[config.mk]
export PLATFORM = sky130hd
export DESIGN_NAME = deq_ctrl
export DESIGN_NICKNAME = d
export VERILOG_FILES = /design/src/hdl/deq_pkg.sv /design/src/hdl/deq_ctrl.sv
export SDC_FILE = /design/constraint.sdc
export NUM_CORES = 1
export LEC_CHECK = 0
export ABC_AREA = 1
export BUFFER_PORTS_ARGS = -buffer_cell sky130_fd_sc_hd__clkbuf_2
export CAP_MARGIN = 10
export CORE_AREA = 2 2 39 41
export CTS_BUF_LIST = sky130_fd_sc_hd__clkbuf_4 sky130_fd_sc_hd__clkbuf_8
export CTS_CLUSTER_DIAMETER = 80
export DETAILED_ROUTE_END_ITERATION = 16
export DIE_AREA = 0 0 41 43
export SYNTH_ARGS = -nofsm -noshare
export SYNTH_HDL_FRONTEND = slang
export SYNTH_SLANG_ARGS = --single-unit
[constraint.sdc]
create_clock -name clk -period 3.7 [get_ports clk]
set_clock_uncertainty 0.2 [all_clocks]
set_input_delay 0.555 -clock clk [delete_from_list [all_inputs] [get_ports clk]]
set_output_delay 0.555 -clock clk [all_outputs]
set_load 0.02 [all_outputs]
[src/hdl/deq_pkg.sv]
// ----------------------------------------------------------------------------
// deq_pkg
// Shared types, action codes and default sizes for the double-ended queue.
// ----------------------------------------------------------------------------
package deq_pkg;

    localparam int DEPTH_DEFAULT       = 1024;
    localparam int VALUE_WIDTH_DEFAULT = 17;
    localparam int COUNT_WIDTH_DEFAULT = $clog2(DEPTH_DEFAULT + 1);
    localparam int ACTION_WIDTH        = 3;

    localparam logic [ACTION_WIDTH-1:0] ACT_QUERY      = 3'd0;
    localparam logic [ACTION_WIDTH-1:0] ACT_PUSH_FRONT = 3'd1;
    localparam logic [ACTION_WIDTH-1:0] ACT_PUSH_BACK  = 3'd2;
    localparam logic [ACTION_WIDTH-1:0] ACT_POP_FRONT  = 3'd3;
    localparam logic [ACTION_WIDTH-1:0] ACT_POP_BACK   = 3'd4;

    typedef enum logic [1:0] {
        ST_IDLE,
        ST_FILL_FRONT,
        ST_FILL_BACK
    } deq_state_t;

    typedef enum logic [2:0] {
        OP_QUERY,
        OP_PUSH_FRONT,
        OP_PUSH_BACK,
        OP_POP_FRONT,
        OP_POP_BACK
    } deq_op_t;

    typedef struct packed {
        logic    exec;        // transaction taken this cycle
        deq_op_t op;          // effective operation (failed ones become query)
        logic    pop_ok;
        logic    overflow;
        logic    fetch;       // pop needs the new end entry from the RAM
        logic    fill_front;  // RAM data is the new front value
        logic    fill_back;   // RAM data is the new back value
        logic    out_load;    // result register becomes valid
    } deq_cmd_t;

    typedef struct packed {
        logic empty;
        logic full;
        logic single;
        logic out_valid;
    } deq_status_t;

endpackage

[src/hdl/deq_ctrl.sv]
// ----------------------------------------------------------------------------
// deq_ctrl
// Controller: decodes actions, sequences RAM fetches after pops.
// ----------------------------------------------------------------------------
module deq_ctrl (
    input  logic                             clk,
    input  logic                             rst_n,
    input  logic                             in_valid,
    output logic                             in_ready,
    input  logic [deq_pkg::ACTION_WIDTH-1:0] action,
    input  logic                             out_ready,
    input  deq_pkg::deq_status_t             status,
    output deq_pkg::deq_cmd_t                cmd
);

    deq_pkg::deq_state_t state_reg;
    deq_pkg::deq_state_t state_next;

    deq_pkg::deq_op_t dec_op;
    logic             dec_pop_ok;
    logic             dec_overflow;
    logic             dec_fetch;
    logic             accept;

    // controller is idle and the result register is free, or is being drained this cycle
    assign in_ready = (state_reg == deq_pkg::ST_IDLE) && (!status.out_valid || out_ready);
    assign accept   = in_valid && in_ready;

    always_comb
    begin
        dec_op       = deq_pkg::OP_QUERY;
        dec_pop_ok   = 1'b0;
        dec_overflow = 1'b0;
        dec_fetch    = 1'b0;
        case (action)
            deq_pkg::ACT_PUSH_FRONT:
            begin
                if (status.full)
                    dec_overflow = 1'b1;
                else
                    dec_op = deq_pkg::OP_PUSH_FRONT;
            end
            deq_pkg::ACT_PUSH_BACK:
            begin
                if (status.full)
                    dec_overflow = 1'b1;
                else
                    dec_op = deq_pkg::OP_PUSH_BACK;
            end
            deq_pkg::ACT_POP_FRONT:
            begin
                if (!status.empty)
                begin
                    dec_op     = deq_pkg::OP_POP_FRONT;
                    dec_pop_ok = 1'b1;
                    dec_fetch  = !status.single;
                end
            end
            deq_pkg::ACT_POP_BACK:
            begin
                if (!status.empty)
                begin
                    dec_op     = deq_pkg::OP_POP_BACK;
                    dec_pop_ok = 1'b1;
                    dec_fetch  = !status.single;
                end
            end
            default:
            begin
                dec_op = deq_pkg::OP_QUERY;
            end
        endcase
    end

    always_comb
    begin
        state_next = state_reg;
        case (state_reg)
            deq_pkg::ST_IDLE:
            begin
                if (accept && dec_fetch)
                begin
                    if (dec_op == deq_pkg::OP_POP_FRONT)
                        state_next = deq_pkg::ST_FILL_FRONT;
                    else
                        state_next = deq_pkg::ST_FILL_BACK;
                end
            end
            deq_pkg::ST_FILL_FRONT: state_next = deq_pkg::ST_IDLE;
            deq_pkg::ST_FILL_BACK:  state_next = deq_pkg::ST_IDLE;
            default:                state_next = deq_pkg::ST_IDLE;
        endcase
    end

    always_comb
    begin
        cmd.exec       = accept;
        cmd.op         = dec_op;
        cmd.pop_ok     = dec_pop_ok;
        cmd.overflow   = dec_overflow;
        cmd.fetch      = accept && dec_fetch;
        cmd.fill_front = 1'b0;
        cmd.fill_back  = 1'b0;
        cmd.out_load   = 1'b0;
        case (state_reg)
            deq_pkg::ST_IDLE:
            begin
                cmd.out_load = accept && !dec_fetch;
            end
            deq_pkg::ST_FILL_FRONT:
            begin
                cmd.fill_front = 1'b1;
                cmd.out_load   = 1'b1;
            end
            deq_pkg::ST_FILL_BACK:
            begin
                cmd.fill_back = 1'b1;
                cmd.out_load  = 1'b1;
            end
            default:
            begin
                cmd.out_load = 1'b0;
            end
        endcase
    end

    always_ff @(posedge clk or negedge rst_n)
    begin
        if (!rst_n)
            state_reg <= deq_pkg::ST_IDLE;
        else
            state_reg <= state_next;
    end

endmodule

# Word-level counts from Yosys, hierarchy flattened
# Cells that the tools add are included.
classes:
  eq_ne: 8
  mux: 17
  reduce_logical: 12
ops:
  columns: ["op", "count"]
  rows:
  - ["$pmux 3 s4", 1]
  - ["$mux 2", 5]
  - ["$eq 3x2->1 const B", 3]
  - ["$mux 1", 9]
  - ["$reduce_or 2->1", 3]
  - ["$logic_and 1x1->1", 4]
  - ["$eq 3x1->1 const B", 1]
  - ["$eq 3x3->1 const B", 1]
  - ["$logic_not 1->1", 3]
  - ["$mux 3", 1]
  - ["$eq 2x1->1 const B", 1]
  - ["$eq 2x2->1 const B", 1]
  - ["$logic_not 2->1", 1]
  - ["$ne 2x2->1 const B", 1]
  - ["$pmux 1 s2", 1]
  - ["$logic_or 1x1->1", 1]
totals:
  regBits: 2
  input_bits: 11
  wordCells: 38

# Longest topological paths before layout
# Gate-level depths: netlist of run 1.
depth:
  word_depth: 7
  ltp_mapped: 8
  ltp_nobuf: 8

# Worst setup path before layout of run 1
# Ideal clock, no wire load.
synth_path:
  path_kind: "input to output"
  from: "in action[2] (netlist name)"
  to: "out cmd[7] (netlist name)"
  t_arrival_ns: 1.186
  required_time_ns: 2.945
  slack_ns: 1.759
  path_stages: 3
  path_buffers: 0
  cell_sequence: "inv_1 nand3_1 o21ai_0"
synth_lines:
  columns: ["element", "line", "source"]
  rows:
  - ["from (decl)", "deq_ctrl.sv:10", "input logic [deq_pkg::ACTION_WIDTH-1:0] action,"]
  - ["to (decl)", "deq_ctrl.sv:13", "output deq_pkg::deq_cmd_t cmd"]

==> results of run 1 <==
-- power groups by stage --
| stage | sequential (W) | clock (W) | combinational (W) |
|---|---|---|---|
| 2_1_floorplan | 0.0000369 | 0 | 0.000123 |
| 3_3_place_gp | 0.0000389 | 0 | 0.000154 |
| 3_5_place_dp | 0.0000388 | 0 | 0.000156 |
| 4_1_cts | 0.0000386 | 0.0000491 | 0.000158 |
| 5_1_grt | 0.0000401 | 0.0000512 | 0.000179 |
| 6_report | 0.0000384 | 0.0000473 | 0.000155 |
-- cells in the final DEF, fill, tap and decap left out, types with 2 or more instances in the layout --
cell | netlist | layout
clkbuf_2 | 0 | 21
clkbuf_4 | 0 | 3
dfrtp_1 | 2 | 2
ha_1 | 4 | 4
inv_1 | 13 | 13
nand2_1 | 10 | 10
nand2_2 | 3 | 3
nand3_1 | 3 | 3
nand3_2 | 2 | 2
nor2_1 | 2 | 2
o21ai_0 | 3 | 3
-- area by class of cell --
| type | count | area (sq um) | share of cell area |
|---|---|---|---|
| Multi-Input combinational cell | 32 | 213 | 0.453 |
| Inverter | 13 | 48.8 | 0.104 |
| Sequential cell | 2 | 50.0 | 0.107 |
| Clock buffer | 3 | 22.5 | 0.0480 |
| Tap cell | 16 | 20.0 | 0.0427 |
| Timing Repair Buffer | 22 | 115 | 0.245 |
-- worst reg2reg max path: stages (launching register included) --
cell     delay [ns]
dfrtp_1        0.40
inv_1          0.09
ha_1           0.20
nand2_2        0.11
nor2_8         0.11
nand4_1        0.10
nand2_1        0.08
inv_1          0.03
-- worst max-delay path by stage --
stage	startpoint	depth (start not counted)	to
final	state_reg[0]	7	cmd[0]
after global placement	action[2]	8	cmd[0]
after detailed placement	action[2]	8	cmd[0]
after global routing	state_reg[0]	7	cmd[0]
after CTS	state_reg[0]	7	cmd[0]
after floorplan	action[2]	3	cmd[7]
-- cells by family after synthesis --
logic type / count (synthesis)
adder cells (fa/ha/maj): 4
buffers and inverters: 16
flip-flops: 2
AO/OA/AOI/OAI: 5
AND/OR/NAND/NOR: 23
-- stage by stage --
| step | hold slack, ns | area, sq um | setup slack [ns] |
|---|---|---|---|
| floorplan | 0.0594 | 334 | 1.76 |
| global placement | 0.140 | 437 | 1.67 |
| detailed placement | 0.143 | 437 | 1.66 |
| CTS | 0.425 | 469 | 1.43 |
| global route | 0.463 | 469 | 1.33 |
| finish | 0.422 | 469 | 1.46 |
-- layer usage --
layer / global-route usage / share of wire / vias to the layer above / routed length, um
li1: - / - / 196 / -
met1: 0.0804 / 0.43 / 138 / 266
met2: 0.122 / 0.47 / 20 / 294
met3: 0.0314 / 0.10 / 0 / 64
met4: 0.0600 / 0 / 0 / 0
met5: 0 / 0 / - / 0
==> key figures, run 1 <==
Run status
  • Status: finished, final reports clean

Yosys
  • Post-Syn Area: 334 sq um
  • Mapped Cells: 50
  • Syn Nets: 65
  • Post-synth ARST share: 1.00
  • Synth cell types: 15
  • Synthesis Warnings: 0
  • Commonest cells post-synth: inv_1, nand2_1, ha_1
  • Register area share after synthesis: 0.150
  • Portion of netlist area occupied by mux cells: 0
  • Most common cell in the netlist: inv_1
  • Top-area cell type share of the netlist area: 0.150
  • Post-Synth XOR/XNOR Area: 0
  • Synth area leaders: dfrtp_1, ha_1, inv_1, nand2_1, buf_4
  • Largest family of logic cells by synthesized area: simple AND/OR/NAND/NOR gates
  • Adder-cell share of the synthesized area: 0.150
  • Syn Area/Cell: 6.68 sq um
  • Post-synth top area cell: dfrtp_1
  • Synth Area in Compound Gates: 0.0936
  • Top FF cell, synth: dfrtp_1
  • FF+latch count, synth: 2
  • EDFF count, synth: 0
  • Simple-gate share of the synthesized area: 0.393

Placement
  • Placed cells: 84
  • Gp weighted congestion: 0.617
  • Hpwl dp: 555 um
  • # port buffers: 21

Clock network
  • Total CTS buffers: 3
  • Postcts setup bufs: 0
  • Htree depth: 1
  • Root Driver: clkbuf_4
  • Hold buffer count at cts: 1
  • Clock Latency Late Sink: 0.22 ns
  • CTS tree: yes
  • Sink Count: 2
  • Reg clk slew, reported paths: 0.03 ns
  • CTS max path bufs: 2
  • Post_cts resized: 0

Critical path
  • Worst Reg-to-Reg Cells: 7
  • Startpoint Class: flop
  • R2R Setup Slk: 2.26 ns
  • Worst Setup Path Type: reg2out
  • Critical Path AT: 1.49 ns
  • Slowest-stage cell, CP: dfrtp_1
  • Setup crit end kind: output port
  • Critical R2R Launch: state_reg[0]
  • Crit path max fanout: 4
  • Worst Path Buf+Inv: 2
  • RR Endpoint: state_reg[0]
  • CP required: 2.94 ns
  • Max stage delay on crit path: 0.40 ns
  • Sequence of cells on the critical path: inv_1 -> ha_1 -> nand2_2 -> nor2_8 -> nand2_1 -> a21oi_2 -> clkbuf_2
  • Top delay family on crit path: flip-flops

Timing
  • RSZ-0062 raised after global routing: false
  • Setup TNS Final: 0 ns
  • Slew margin rel.: 0.904
  • Hold Vio Cnt, Final: 0
  • Fin crit share: 0.605
  • Final setup vio count: 0
  • Final Max Slew Viols: 0
  • Minimum clock period: 2.24 ns
  • Peak Freq: 0.446 GHz
  • Worst Max-Slew Pin Slew: 0.143 ns

Die
  • Die span in x: 41 um
  • Die ar.: 1760 sq um
  • DIE HEIGHT: 43 um
  • Starting Density: 0.241
  • # rows: 14
  • Core box area: 1380 sq um
  • # IOs: 22

Power and ir drop
  • Power Internal: 0.000121 W
  • Pwr Total: 0.000240 W
  • Pwr dens: 512 nW/um^2
  • Peak supply drop: 0.0992 mV
  • Psw: 0.000119 W
  • Clock share of power: 0.197
  • Sw frac: 0.496
  • Comb power frac: 0.643
  • Sequential share of power: 0.160
  • Leak Pwr: 0.306 nW

Routing
  • Via Count: 354
  • Drc violations: 0
  • Initial drt markers: 8
  • Post-DR wirelength/cell: 7.09 um
  • DRT Pass-1 Iters: 4
  • Routed WL: 624 um
  • Via density: 4.02
  • Routed Antenna Nets: 0

Finish
  • Net count reported at finish: 89
  • Non-Filler Instances: 88
  • Fill cells: 160
  • Share of cells above drive strength 1: 0.444
  • Max reg flops: 2
  • Number of diodes: 0
  • Area delta synth->final: 40.4%
  • Final design utilization: 0.339

Worst hold path
  • Hold WC Path Type: reg2reg
  • Worst hold endpoint: state_reg[1]
  • Hold path depth: 4
  • Min-delay src: state_reg[1]

Global route
  • Gr usage total: 0.0793
  • First-pass GRT wire length: 945 um
  • Vias in the first global route: 292
  • Overflow after GRT: 0
  • Initial antenna violation count: 0
  • Largest net degree at the start of global routing: 5

Job
  • Max Cap Viol: 0
Note: power is estimated with default switching activity, not from simulation.
==> run 2: changes to the inputs <==
--- a/config.mk
+++ b/config.mk
@@ -5,7 +5,7 @@
 export SDC_FILE = /design/constraint.sdc
 export NUM_CORES = 1
 export LEC_CHECK = 0
-export ABC_AREA = 1
+export ABC_AREA = 0
 export BUFFER_PORTS_ARGS = -buffer_cell sky130_fd_sc_hd__clkbuf_2
 export CAP_MARGIN = 10
 export CORE_AREA = 2 2 39 41
==> constraint.sdc (replaced) <==
create_clock -name clk -period 2.05 [get_ports clk]
set_clock_uncertainty 0.2 [all_clocks]
set_input_delay 0.3075 -clock clk [delete_from_list [all_inputs] [get_ports clk]]
set_output_delay 0.3075 -clock clk [all_outputs]
set_load 0.02 [all_outputs]
==> run 2 against run 1 <==
  * Highest routed layer is now met4
  * Global-route usage increased by 1.2 points
  * Critical path depth decreased by 1
  * Area after synthesis shrank 8.6%
  * Critical endpoint is now cmd[3]
  * Sequential share of layout area shrank 1.7 points
  * The run now ends with setup timing left
  * Non-clock buffer count increased by 12
  * Setup slack worse by 1.5 ns
  * Synthesized cell count fell by 28%
  * Combinational power increased by 38%
==> key figures, run 2 <==
Yosys
  • Top FF cell, synth: dfrtp_1
  • Syn Area/Cell: 8.48 sq um (+27%)
  • Synthesis Warnings: 0 (unchanged)
  • FF+latch count, synth: 2 (unchanged)
  • Post-synth ARST share: 1.00 (unchanged)
  • Synth area leaders: dfrtp_1, ha_1, nand2b_1, buf_4, mux2_2
  • Commonest cells post-synth: ha_1, inv_1, nand2b_1
  • Mapped Cells: 36 (-28%)
  • Synth cell types: 19 (+4)
  • Syn Nets: 51 (-22%)
  • Register area share after synthesis: 0.164 (+0.0141)
  • Top-area cell type share of the netlist area: 0.164 (+0.0141)
  • EDFF count, synth: 0 (unchanged)
  • Post-Syn Area: 305 sq um (-8.6%)
  • Post-synth top area cell: dfrtp_1

Timing
  • Fin crit share: 1.04
  • Slew margin rel.: 0.851 (-0.0524)
  • RSZ-0062 raised after global routing: true
  • Final setup vio count: 1 (+1)
  • Hold Vio Cnt, Final: 0 (unchanged)
  • Worst Max-Slew Pin Slew: 0.221 ns (+0.0781 ns)
  • Minimum clock period: 2.14 ns
  • PnR worst setup slack: -0.0897 ns (-1.55 ns)
  • Final Max Slew Viols: 0 (unchanged)
  • Peak Freq: 0.467 GHz

Clock network
  • CTS max path bufs: 2 (unchanged)
  • Clock Latency Late Sink: 0.23 ns (about the same)
  • Sink Count: 2 (unchanged)
  • CTS tree: yes
  • Root Driver: clkbuf_4
  • Htree depth: 1 (unchanged)
  • Reg clk slew, reported paths: 0.03 ns (about the same)
  • Total CTS buffers: 3 (unchanged)

Global route
  • First-pass GRT wire length: 1.06 mm (+12%)
  • Overflow after GRT: 0 (unchanged)
  • Gr usage total: 0.0910 (+0.0117)
  • Largest net degree at the start of global routing: 7 (+2)
  • Initial antenna violation count: 0 (unchanged)
  • Vias in the first global route: 309 (+5.8%)

Power and ir drop
  • Peak supply drop: 0.139 mV (+41%)
  • Pwr Total: 0.000355 W (+48%)
  • Leak Pwr: 0.313 nW (+2.3%)
  • Pwr dens: 636 nW/um^2 (+24%)

Worst hold path
  • Hold WC Path Type: in2async

Routing
  • Met2 Routed Length: 409 um (+39%)
  • Drc violations: 0 (unchanged)
  • Routed WL: 754 um (+21%)
  • Met3 wire len: 45 um (-30%)
  • Post-DR wirelength/cell: 8.77 um (+24%)
  • Via Count: 365 (+3.1%)
  • DRT Pass-1 Iters: 1 (-3)
  • Via density: 4.24 (+5.5%)
  • Initial drt markers: 0 (-8)
  • Top layer reached by signal wires: met4
  • Metal-1 WL: 284 um (+6.8%)
  • Routed Antenna Nets: 0 (unchanged)

Critical path
  • Setup crit end kind: output port
  • Crit path max fanout: 2 (-2)
  • Startpoint Class: flop
  • Worst Setup Path Type: reg2out
  • Critical Path AT: 1.63 ns (+0.14 ns)
  • CP required: 1.54 ns (-1.40 ns)
  • Worst Reg-to-Reg Cells: 6 (-1)

Finish
  • Commonest non-fill, non-tap cell in the layout: clkbuf_2
  • Net count reported at finish: 87 (-2.2%)
  • Max reg flops: 2 (unchanged)
  • Number of diodes: 0 (unchanged)
  • Area delta synth->final: 82.8%
  • Final design utilization: 0.403 (+0.0642)
  • Most frequent cells in the layout: clkbuf_2, buf_4, nand2b_1
  • Share of cells above drive strength 1: 0.629 (+0.184)

Placement
  • Gp weighted congestion: 0.668 (+8.2%)
  • # port buffers: 21 (unchanged)
  • Hpwl dp: 612 um (+10%)

Die
  • DIE HEIGHT: 43 um (unchanged)
  • # rows: 14 (unchanged)
  • # IOs: 22 (unchanged)
  • Die span in x: 41 um (unchanged)
  • Core box area: 1380 sq um (unchanged)
  • Starting Density: 0.221 (-0.0208)
  • Die ar.: 1760 sq um (unchanged)

Run status
  • Status: finished, violations left
  • Failing checks: setup timing

Job
  • Max Cap Viol: 0 (unchanged)
-- run 2: final timing paths --
kind | from | end | slack, ns
setup reg to reg | state_reg[1] | state_reg[0] | 0.24
hold reg to reg | state_reg[1] | state_reg[1] | 0.49
min in group clk | status[3] | state_reg[0] | 0.30
hold / removal | rst_n | state_reg[0] | 0.20
setup / recovery | state_reg[1] | cmd[3] | -0.09
max in group asynchronous | rst_n | state_reg[1] | 1.35
-- run 2: cells by family (layout without fill, tap and decap cells) --
group                      count (synthesis)  count (layout)  share of synthesized area
DFF                                        2               2                      0.164
muxes                                      4               4                      0.139
buffers and inverters                      7              41                      0.123
adders and majority gates                  4               4                      0.164
xor gates and xnor gates                   1               1                     0.0287
and+or+nand+nor                           17              17                      0.357
AOI/OAI and AO/OA                          1               1                     0.0246
-- run 2: timing repair --
action | CTS | global route
hold endpoints to repair | 2 | 0
resized for setup | 7 | 1
pin swaps | 0 | 1
setup endpoints to repair | 1 | 1
hold buffers | 1 | 0
setup buffers | 2 | 1
-- run 2: cell type report --
class,instances,area (sq um)
Clock buffer,3,22.5
Fill cell,148,826
Inverter,4,15.0
Multi-Input combinational cell,27,235
Sequential cell,2,50.0
Tap cell,16,20.0
Timing Repair Buffer,34,215
-- run 2: power breakdown --
| group | internal (W) | switching (W) |
|---|---|---|
| Combinational | 0.000110 | 0.000104 |
| Clock | 0.0000648 | 0.0000247 |
| Sequential | 0.0000466 | 0.00000509 |
-- run 2: per-stage QoR --
step / instances / cell area (sq um) / setup WS (ns) / setup TNS [ns] / hold slack, ns
after detailed placement: 79 / 475 / 0.00201 / 0 / -0.105
final: 86 / 558 / -0.0897 / -0.0897 / 0.200
after global placement: 79 / 475 / 0.0107 / 0 / -0.107
after global routing: 86 / 558 / -0.145 / -0.145 / 0.212
after CTS: 85 / 549 / -0.121 / -0.121 / 0.197
after floorplan: 36 / 305 / 0.0753 / 0 / -0.188
-- run 2: critical path, cell delays in order, from the launching register on --
cell and delay, ns:
dfrtp_1 0.38, inv_2 0.08, ha_4 0.13, and3_4 0.17, or4b_4 0.46, inv_2 0.08
buf_8 0.10
-- run 2: per-layer routing --
metal | up-vias | track usage
li1 | 188 | -
met4 | 0 | 0.100
met1 | 160 | 0.0889
met3 | 2 | 0
met2 | 15 | 0.150
met5 | - | 0
